--- config.mk ---
export PLATFORM = sky130hd
export DESIGN_NAME = tlb_page_table_translator_unit
export DESIGN_NICKNAME = d
export VERILOG_FILES = /design/src/sv/tlbpt_pkg.sv /design/src/sv/tlbpt_ram.sv /design/src/sv/tlbpt_cell.sv /design/src/sv/tlb_page_table_translator_unit.sv
export SDC_FILE = /design/constraint.sdc
export NUM_CORES = 2
export LEC_CHECK = 0
export BUFFER_PORTS_ARGS = -buffer_cell sky130_fd_sc_hd__buf_4
export CAP_MARGIN = 20
export CORE_ASPECT_RATIO = 0.7
export CORE_MARGIN = 4
export CORE_UTILIZATION = 40
export DETAILED_ROUTE_END_ITERATION = 12
export GPL_TIMING_DRIVEN = 0
export HOLD_SLACK_MARGIN = 0.12
export PLACE_DENSITY = 0.62
export SLEW_MARGIN = 20
export SYNTH_ARGS = -nofsm -noshare
export SYNTH_HDL_FRONTEND = slang
export SYNTH_SLANG_ARGS = --single-unit
--- constraint.sdc ---
create_clock -name clk -period 10.1 [get_ports clk]
set_input_delay 1.515 -clock clk [delete_from_list [all_inputs] [get_ports clk]]
set_output_delay 1.515 -clock clk [all_outputs]
set_load 0.1 [all_outputs]
--- src/sv/tlbpt_pkg.sv ---
// ----------------------------------------------------------------------------
// TLB translator package
// Field widths and the TLB entry type shared by the translator modules.
// ----------------------------------------------------------------------------
package tlbpt_pkg;

  localparam int ADDR_W   = 16;
  localparam int PAGE_W   = 8;
  localparam int OFFSET_W = 8;
  localparam int FRAME_W  = 8;
  localparam int PAGES    = 256;

  // output beat layout
  localparam int TDATA_W    = 32;
  localparam int TUSER_W    = 2;
  localparam int USER_HIT   = 0;
  localparam int USER_FAULT = 1;

  typedef logic [PAGE_W-1:0]   page_t;
  typedef logic [OFFSET_W-1:0] offset_t;
  typedef logic [FRAME_W-1:0]  frame_t;

  typedef struct packed {
    logic   valid;
    page_t  page;
    frame_t frame;
  } tlb_entry_t;

endpackage

--- src/sv/tlbpt_ram.sv ---
// ----------------------------------------------------------------------------
// Generic RAM
// One write port, one read port, registered read data.
// ----------------------------------------------------------------------------
module tlbpt_ram #(
  parameter int WIDTH = 8,
  parameter int DEPTH = 256
) (
  input  logic                     clk,
  input  logic                     we,
  input  logic [$clog2(DEPTH)-1:0] wr_addr,
  input  logic [WIDTH-1:0]         wr_data,
  input  logic [$clog2(DEPTH)-1:0] rd_addr,
  output logic [WIDTH-1:0]         rd_data
);

  logic [WIDTH-1:0] mem [DEPTH];

  always_ff @(posedge clk) begin
    if (we) begin
      mem[wr_addr] <= wr_data;
    end
    rd_data <= mem[rd_addr];
  end

endmodule

--- src/sv/tlbpt_cell.sv ---
// ----------------------------------------------------------------------------
// TLB cell
// One TLB entry. On insert it takes its neighbor's entry and hands its own
// on, so the row ages entries out in FIFO order. Compares against the key.
// ----------------------------------------------------------------------------
module tlbpt_cell import tlbpt_pkg::*; (
  input  logic       clk,
  input  logic       rst,
  input  logic       shift,
  input  tlb_entry_t entry_in,
  output tlb_entry_t entry_out,
  input  page_t      key,
  output logic       match
);

  logic   valid;
  page_t  page;
  frame_t frame;

  always_ff @(posedge clk) begin
    if (rst) begin
      valid <= 1'b0;
    end else if (shift) begin
      valid <= entry_in.valid;
    end
  end

  always_ff @(posedge clk) begin
    if (shift) begin
      page  <= entry_in.page;
      frame <= entry_in.frame;
    end
  end

  assign entry_out = '{valid: valid, page: page, frame: frame};
  assign match     = valid && (page == key);

endmodule

--- src/sv/tlb_page_table_translator_unit.sv ---
// Steps: the page table RAM is read as the input beat is accepted, then the
// LOOK state updates table and TLB and registers the result beat. A new address
// is taken only once the previous one has left LOOK, which waits while a result beat is stalled.
// Reset (synchronous): clears TLB and page table valid bits and the frame
// counter at once; frame RAM is not cleared, no clearing pass.
// ----------------------------------------------------------------------------
// TLB page table translator
// Translates a 16-bit logical address through a FIFO TLB built as a row of
// shifting cells and a 256-entry page table, assigning frames on faults.
// ----------------------------------------------------------------------------
module tlb_page_table_translator_unit import tlbpt_pkg::*; #(
  parameter int TLB_ENTRIES = 16
) (
  input  logic               clk,
  input  logic               rst,
  input  logic               s_tvalid,
  output logic               s_tready,
  input  logic [ADDR_W-1:0]  s_tdata,   // [15:0] virt_addr
  output logic               m_tvalid,
  input  logic               m_tready,
  output logic [TDATA_W-1:0] m_tdata,   // [15:0] phys_addr,
                                        // [23:16] frame_num, [31:24] fault_page
  output logic [TUSER_W-1:0] m_tuser    // [0] tlb_hit, [1] page_fault
);

  localparam logic ST_IDLE = 1'b0;
  localparam logic ST_LOOK = 1'b1;

  logic             state;
  page_t            page_q;
  offset_t          offset_q;
  frame_t           free_frame;
  logic [PAGES-1:0] pt_valid;

  tlb_entry_t       ents [TLB_ENTRIES];
  logic [TLB_ENTRIES-1:0] match;
  tlb_entry_t       new_entry;

  logic   tlb_any;
  frame_t tlb_frame;
  frame_t ram_frame;
  page_t  rd_page;
  logic   fire;
  logic   pt_hit;
  logic   fault;
  logic   insert;
  frame_t frame;

  assign s_tready = (state == ST_IDLE);
  assign fire     = (state == ST_LOOK) && (!m_tvalid || m_tready);
  assign rd_page  = (state == ST_IDLE) ? s_tdata[ADDR_W-1:OFFSET_W] : page_q;

  always_ff @(posedge clk) begin
    if (rst) begin
      state <= ST_IDLE;
    end else begin
      unique case (state)
        ST_IDLE: if (s_tvalid) state <= ST_LOOK;
        ST_LOOK: if (fire)     state <= ST_IDLE;
        default: state <= ST_IDLE;
      endcase
    end
  end

  always_ff @(posedge clk) begin
    if (s_tvalid && s_tready) begin
      page_q   <= s_tdata[ADDR_W-1:OFFSET_W];
      offset_q <= s_tdata[OFFSET_W-1:0];
    end
  end

  tlbpt_ram #(
    .WIDTH(FRAME_W),
    .DEPTH(PAGES)
  ) u_pt_ram (
    .clk    (clk),
    .we     (fire && fault),
    .wr_addr(page_q),
    .wr_data(free_frame),
    .rd_addr(rd_page),
    .rd_data(ram_frame)
  );

  // TLB row: new entries enter cell 0, the oldest drops off the far end
  assign new_entry = '{valid: 1'b1, page: page_q, frame: frame};

  for (genvar i = 0; i < TLB_ENTRIES; i++) begin : g_cell
    tlbpt_cell u_cell (
      .clk      (clk),
      .rst      (rst),
      .shift    (insert),
      .entry_in ((i == 0) ? new_entry : ents[(i == 0) ? 0 : i-1]),
      .entry_out(ents[i]),
      .key      (page_q),
      .match    (match[i])
    );
  end

  // refill only on a miss, so at most one cell matches
  always_comb begin
    tlb_any   = 1'b0;
    tlb_frame = '0;
    for (int i = 0; i < TLB_ENTRIES; i++) begin
      if (match[i]) begin
        tlb_any   = 1'b1;
        tlb_frame = tlb_frame | ents[i].frame;
      end
    end
  end

  assign pt_hit = pt_valid[page_q];
  assign fault  = !tlb_any && !pt_hit;
  assign insert = fire && !tlb_any;

  always_comb begin
    if (tlb_any) begin
      frame = tlb_frame;
    end else if (pt_hit) begin
      frame = ram_frame;
    end else begin
      frame = free_frame;
    end
  end

  always_ff @(posedge clk) begin
    if (rst) begin
      pt_valid   <= '0;
      free_frame <= '0;
    end else if (fire && fault) begin
      pt_valid[page_q] <= 1'b1;
      free_frame       <= free_frame + FRAME_W'(1);
    end
  end

  always_ff @(posedge clk) begin
    if (rst) begin
      m_tvalid <= 1'b0;
    end else if (fire) begin
      m_tvalid <= 1'b1;
    end else if (m_tready) begin
      m_tvalid <= 1'b0;
    end
  end

  always_ff @(posedge clk) begin
    if (fire) begin
      m_tdata             <= {(fault ? page_q : page_t'(0)), frame, frame, offset_q};
      m_tuser[USER_HIT]   <= tlb_any;
      m_tuser[USER_FAULT] <= fault;
    end
  end

endmodule

### Word-level counts from Yosys, hierarchy flattened

Memory sizes are Yosys's and may differ from the RTL's. A register that Yosys moved wholly into a read port is not among the register bits.
Cells that the tools add are included.
W data, S select, Z words.

| storage, ports and cells | value |
|---|---|
| bits in latches | 0 |
| input bits | 20 |
| ROM bits | 0 |
| register bits after elaboration | 588 |
| memories | 1 |
| RAM bits | 2048 |
| logic and storage cells | 167 |

| cells by class | value |
|---|---|
| mux-type cells | 46 |
| order comparisons | 2 |
| divide/modulo/power cells | 0 |
| equality and inequality tests | 16 |
| multipliers | 0 |
| shift operators | 0 |
| add/subtract/negate cells | 1 |
| bitwise logic cells | 17 |
| reduce and logical (&&, ||, !) cells | 27 |

Memories:

| name | words | width | read ports | clocked after Yosys merged registers in | write ports | RTL line | text |
|---|---|---|---|---|---|---|---|
| u_pt_ram.mem | 256 | 8 | 1 | 1 | 1 | tlbpt_ram.sv:17 | `logic [WIDTH-1:0] mem [DEPTH];` |

Operator list:

| operator | number |
|---|---|
| $or A256 B256 Y256 | 1 |
| $mux W8 | 19 |
| $eq A8 B8 Y1 | 16 |
| $or A8 B8 Y8 | 15 |
| $mux W1 | 24 |
| $logic_and A1 B1 Y1 | 22 |
| $lt A8 B9 Y1 const B | 1 |
| $add A8 B1 Y8 const B | 1 |
| $bmux W1 S8 | 1 |
| $demux W1 S8 | 1 |
| $ge A8 B1 Y1 const B | 1 |
| $logic_not A1 Y1 | 3 |
| $pmux W1 S2 | 1 |
| $reduce_bool A2 Y1 | 1 |
| $logic_or A1 B1 Y1 | 1 |
| $not A1 Y1 | 1 |

### Logic depth before layout (Yosys ltp)

| logic depth | value |
|---|---|
| word-level depth | 34 |
| mapped depth | 16 |

### Modules after synthesis

A second synthesis with hierarchy kept.

| second synthesis, totals | value |
|---|---|
| cells, all modules | 5589 |
| area, all modules | 103493.0 um2 |

By module, submodules not included:

| module | area each (um2) | seq. area each (um2) | times used | cells an instance |
|---|---|---|---|---|
| tlbpt_ram | 79556.3 | 61659.1 | 1 | 3733 |
| tlb_page_table_translator_unit | 14067.2 | 6586.3 | 1 | 1344 |
| tlbpt_cell | 616.8 | 500.5 | 16 | 32 |

### Least setup slack after synthesis

OpenSTA, ideal clock, no wires.

| timing path | value |
|---|---|
| kind | register to register |
| start point | register page_q[0] |
| end point | register g_cell[0].u_cell.frame[0], enable pin |
| period minus slack after synthesis | 10.118 ns |
| setup slack | -0.018 ns |
| cell stages (with the launch flop) | 14 |
| data arrival time | 9.396 ns |
| path buffers | 6 |
| setup time | 0.722 ns |
| cell sequence | edfxtp_1 > buf_6 > buf_6 > buf_4 > buf_4 > xnor2_1 > nand4_1 > nor3_1 > nor4_1 > nand4_1 > or2_2 > clkbuf_1 > inv_1 > clkbuf_1 |

| on the way | value |
|---|---|
| word-level cells in the longest chain between the ends | 20 |
| elaborated cells on any way between the ends | 50 |

RTL lines:

| item | RTL line | text |
|---|---|---|
| start: declaration | tlb_page_table_translator_unit.sv:30 | `page_t page_q;` |
| start signal: assignment | tlb_page_table_translator_unit.sv:67 | `page_q <= s_tdata[ADDR_W-1:OFFSET_W];` |
| $eq A8 B8 Y1 | tlbpt_cell.sv:36 | `assign match = valid && (page == key);` |
| $logic_and A1 B1 Y1 | tlbpt_cell.sv:36 |  |
| $mux W1 (15 in a row) | tlb_page_table_translator_unit.sv:104 | `if (match[i]) begin` |
| $mux W1 * | tlb_page_table_translator_unit.sv:104 |  |
| $logic_not A1 Y1 * | tlb_page_table_translator_unit.sv:113 | `assign insert = fire && !tlb_any;` |
| $logic_and A1 B1 Y1 * | tlb_page_table_translator_unit.sv:113 |  |
| named net g_cell[0].u_cell.shift | tlbpt_cell.sv:9 | `input logic shift,` |
| end signal: assignment | tlbpt_cell.sv:31 | `frame <= entry_in.frame;` |
| end: declaration | tlbpt_cell.sv:18 | `frame_t frame;` |

Mark *: on every way through the listed nets, which the timed path passes. The rest lies on a longest branch.
A chain may end at the register's enable or synchronous reset.

### Worst setup path in the final report

| timing path | value |
|---|---|
| start point | register page_q[1] |
| end point | register u_pt_ram.rd_data[4], read port of u_pt_ram.mem |

| on the way | value |
|---|---|
| word-level cells in the longest chain between the ends | 1 |

RTL lines:

| item | RTL line | text |
|---|---|---|
| $mux W8 | tlb_page_table_translator_unit.sv:51 | `assign rd_page = (state == ST_IDLE) ? s_tdata[ADDR_W-1:OFFSET_W] : page_q;` |
| end: declaration | tlbpt_ram.sv:14 | `output logic [WIDTH-1:0] rd_data` |

Every way passes these cells.

==> impl_results.md <==
* Post-synth EDFFs at 2346
* Largest stage delay, worst path at 0.97 ns
* Post-Syn Area at 0.103 sq mm
* Setup_tns at 0 ns
* Worst-Skew Late Latency at 0.94 ns
* Pwr/cell area at 190 mW/mm^2
* Area of the multi-input gates at 0.0259 sq mm
* Clk buf depth at 4
* Worst R2R Setup Slack at 3.13 ns
* Net Sw Frac at 23.9%
* # fillers at 21070
* IO buf count at 54
* Grt met2 use at 34.3%
* # Post-CTS Setup Buffers at 0
* VDD IR max at 0.000178 V
* Hold_buf cts at 0
* NetSw at 5.42 mW
* Fin Clk Skew at 0.0762 ns
* Internal power at 17.3 mW
* M3 GR Usage at 12.6%
* Storage element area at 0.0763 sq mm
* Critical Path, Cell by Cell: buf_2, buf_2, buf_2, mux2i_2, clkbuf_1, buf_1, buf_1, mux4_2, nand2_1, nand3_1, o21ai_0, o211ai_1, nand4_1, nor4_2
* CTS H-tree depth at 4
* Initial antenna violation count at 34
* Slew headroom at 11.9%
* Nets at 5975
* Core area at 0.255 sq mm
* Post-DP Area at 0.112 sq mm
* Top Family by Delay on Critical Path: buffers and inverters
* Post-cts sizing count at 0
* Crit share post-route at 69.0%
* Wire length of the first global-routing pass at 483000 um
* DRC at 0
* Remaining antenna violation count after routing at 0
* Fin util at 46.8%
* Sequential share of power at 52.6%
* Slew Viols, Final at 0
* CP Max Fanout at 10
* Max_cap viols at 0
* Synth-to-Final Area Change at 16.3%
* Achievable frequency at 143 MHz
* Via count at 60077
* Worst Tran Pin Value at 1.32 ns
* Final Non-Filler Cells at 9536
* Ys flop type: edfxtp_1
* Post-Syn Instances at 5364
* Chip height at 432 um
* Vias in the first global route at 56052
* Startpoint Class: flip-flop
* Clk sinks at 2636
* CP Class: reg -> reg
* WL per Instance at 37.8 um
* Most Frequent Cell on Critical Path: buf_2
* Arrival time at the worst endpoint at 7.69 ns
* Ys async rst share at 0%
* Inst Count DP at 9080
* GPL Wtd Cong at 0.993
* Chip width at 613 um
* Largest net degree at the start of global routing at 98
* Number of synthesis warnings at 0
* Final setup vio count at 0
* RSZ-0062 raised after global routing: false
* CTS tree: done
* Register area share after synthesis at 74.3%
* Yosys reg bits at 2636
* Combinational group share of total power at 7.6%
* Aggregate global-route resource usage at 26.8%
* Grt peak-use layer: met1
* CTS Buf Count at 243
* Post-synth net total at 5385
* Post-route cell area at 0.119 sq mm
* First-pass DRT Iterations at 8
* Crit path buffers/inverters at 6
* Grt met1 use at 40.1%
* Final hold vios at 0
* Crit end category: flip-flop
* Via density at 6.30
* Status: completed
* Layout cells sized above 1 at 32.1%
* Syn_area_per_cell at 19.1 sq um
* Worst path required time at 10.82 ns
* Clock-pin slew on the worst setup and hold paths at 0.07 ns
* GRT overflow at 0
* Leak Pwr at 41.2 nW
* Period minus WS final at 6.97 ns
* I/O pin cnt at 56
* Detailed Place HPWL at 262000 um
* Slowest-stage cell, CP: buf_1
* Root buf cell: clkbuf_16
* Die area at 0.265 sq mm
* Clock network fraction of design power at 39.8%
* Number of DRC markers in iteration 0 at 10838
* Class of the worst hold path: reg -> reg
* Count of different cell masters after synthesis at 48
* Routed WL at 360000 um
* Rows at 155
* Initial core utilization at 40.2%
## layer usage
metal,routed length [um],up-vias
met5,237,-
met4,12000,12
met3,60600,623
met2,140000,4724
met1,147000,31841
li1,-,22877
## cell usage after synthesis, types with 2 or more instances
master	count	share of area (%)
nand3_1	78	0.38
dfxtp_1	290	5.7
o31ai_1	3	0.022
or4_1	3	0.022
a221oi_1	14	0.12
inv_1	55	0.20
a211oi_1	49	0.36
a31oi_1	15	0.091
mux4_2	601	13
or3_1	16	0.098
or2_2	17	0.10
buf_4	13	0.095
buf_6	7	0.077
and2_0	2	0.012
o211ai_1	41	0.30
a32o_1	7	0.068
xnor2_1	128	1.1
a21oi_1	42	0.20
nand2b_1	5	0.030
nor2b_1	12	0.073
mux2i_1	115	1.1
nand4_1	32	0.20
nor3_1	227	1.1
a22oi_1	69	0.50
o21ba_2	190	1.9
a2111oi_0	2	0.017
edfxtp_1	2346	69
o22ai_1	48	0.29
nor4_1	14	0.085
buf_1	46	0.17
o21ba_1	18	0.18
nor2_1	71	0.26
buf_2	101	0.49
a22o_1	14	0.12
o21ai_0	29	0.14
a311o_1	7	0.068
and2_1	48	0.29
nand2_1	378	1.4
clkbuf_1	188	0.69
a311oi_1	15	0.13
## cell families (layout without fill, tap and decap cells)
| kind of cell | after synthesis | in the layout | synth area share [%] |
|---|---|---|---|
| flip-flops | 2636 | 2636 | 74.3 |
| AO/OA/AOI/OAI | 565 | 565 | 4.48 |
| XOR/XNOR | 129 | 129 | 1.10 |
| multiplexers | 717 | 717 | 14.3 |
| AND/OR/NAND/NOR | 906 | 906 | 4.06 |
| adder cells (fa/ha/maj) | 1 | 1 | 0.0122 |
| other | 0 | 13 | 0 |
| buffers and inverters | 410 | 1194 | 1.72 |
## through the flow
stage | setup WS (ns) | power (mW) | hold slack [ns]
2_1_floorplan | 3.99 | 13.0 | 0.400
3_3_place_gp | 0.285 | 13.8 | 0.400
3_5_place_dp | 2.94 | 13.8 | 0.406
4_1_cts | 3.28 | 22.7 | 0.422
5_1_grt | 3.26 | 23.2 | 0.428
6_report | 3.13 | 22.7 | 0.420
## sequential cells by signal (all words and copies together) (netlist names), 2 cells and up
register / count
u_pt_ram.rd_data: 8
page_q: 8
u_pt_ram.mem: 2048
pt_valid: 256
m_tuser: 2
g_cell.u_cell.page: 128
g_cell.u_cell.frame: 128
m_tdata: 24
g_cell.u_cell.valid: 16
offset_q: 8
free_frame: 8
## layout by cell type (no fill, tap or decap), types with 44 or more instances in the layout
master | synthesis | routed
a211oi_1 | 49 | 46
edfxtp_1 | 2346 | 2346
inv_1 | 55 | 55
buf_2 | 101 | 124
xnor2_1 | 128 | 128
o22ai_1 | 48 | 48
mux4_2 | 601 | 601
and2_1 | 48 | 48
clkinv_1 | 0 | 44
nor3_2 | 0 | 224
nor2_1 | 71 | 53
clkinv_2 | 0 | 51
dfxtp_1 | 290 | 282
clkbuf_2 | 0 | 59
nand3_1 | 78 | 77
a22oi_1 | 69 | 69
o21ba_2 | 190 | 190
buf_4 | 13 | 270
buf_6 | 7 | 47
nand2_1 | 378 | 378
mux2i_1 | 115 | 111
clkbuf_16 | 0 | 248
clkbuf_1 | 188 | 182
## power groups by stage
stage,sequential [mW],combinational (mW),clock [mW]
after floorplan,12.2,0.756,0
after global placement,12.3,1.51,0
after detailed placement,12.2,1.65,0
after CTS,11.9,1.65,9.10
after global routing,11.9,1.73,9.56
final,11.9,1.72,9.04
## final cells by class
| type | count | area share (%) |
|---|---|---|
| diodes | 13 | 0.0272 |
| inverters | 55 | 0.173 |
| flip-flops and latches | 2636 | 63.9 |
| multi-input cells | 2318 | 21.7 |
| plain buffers | 355 | 1.40 |
| repair buffers | 345 | 2.93 |
| well taps | 3375 | 3.54 |
| clock inverters | 128 | 0.859 |
| clock buffers | 311 | 5.49 |
## path summary, 6_finish.rpt
path,startpoint,endpoint,cells past startpoint
worst max-delay path,page_q[1],u_pt_ram.rd_data[4],14
worst min-delay path,offset_q[2],m_tdata[2],0
worst max register to register,page_q[1],u_pt_ram.rd_data[4],14
worst min register to register,offset_q[2],m_tdata[2],0
No activity file was read; power rests on OpenSTA's default activity.
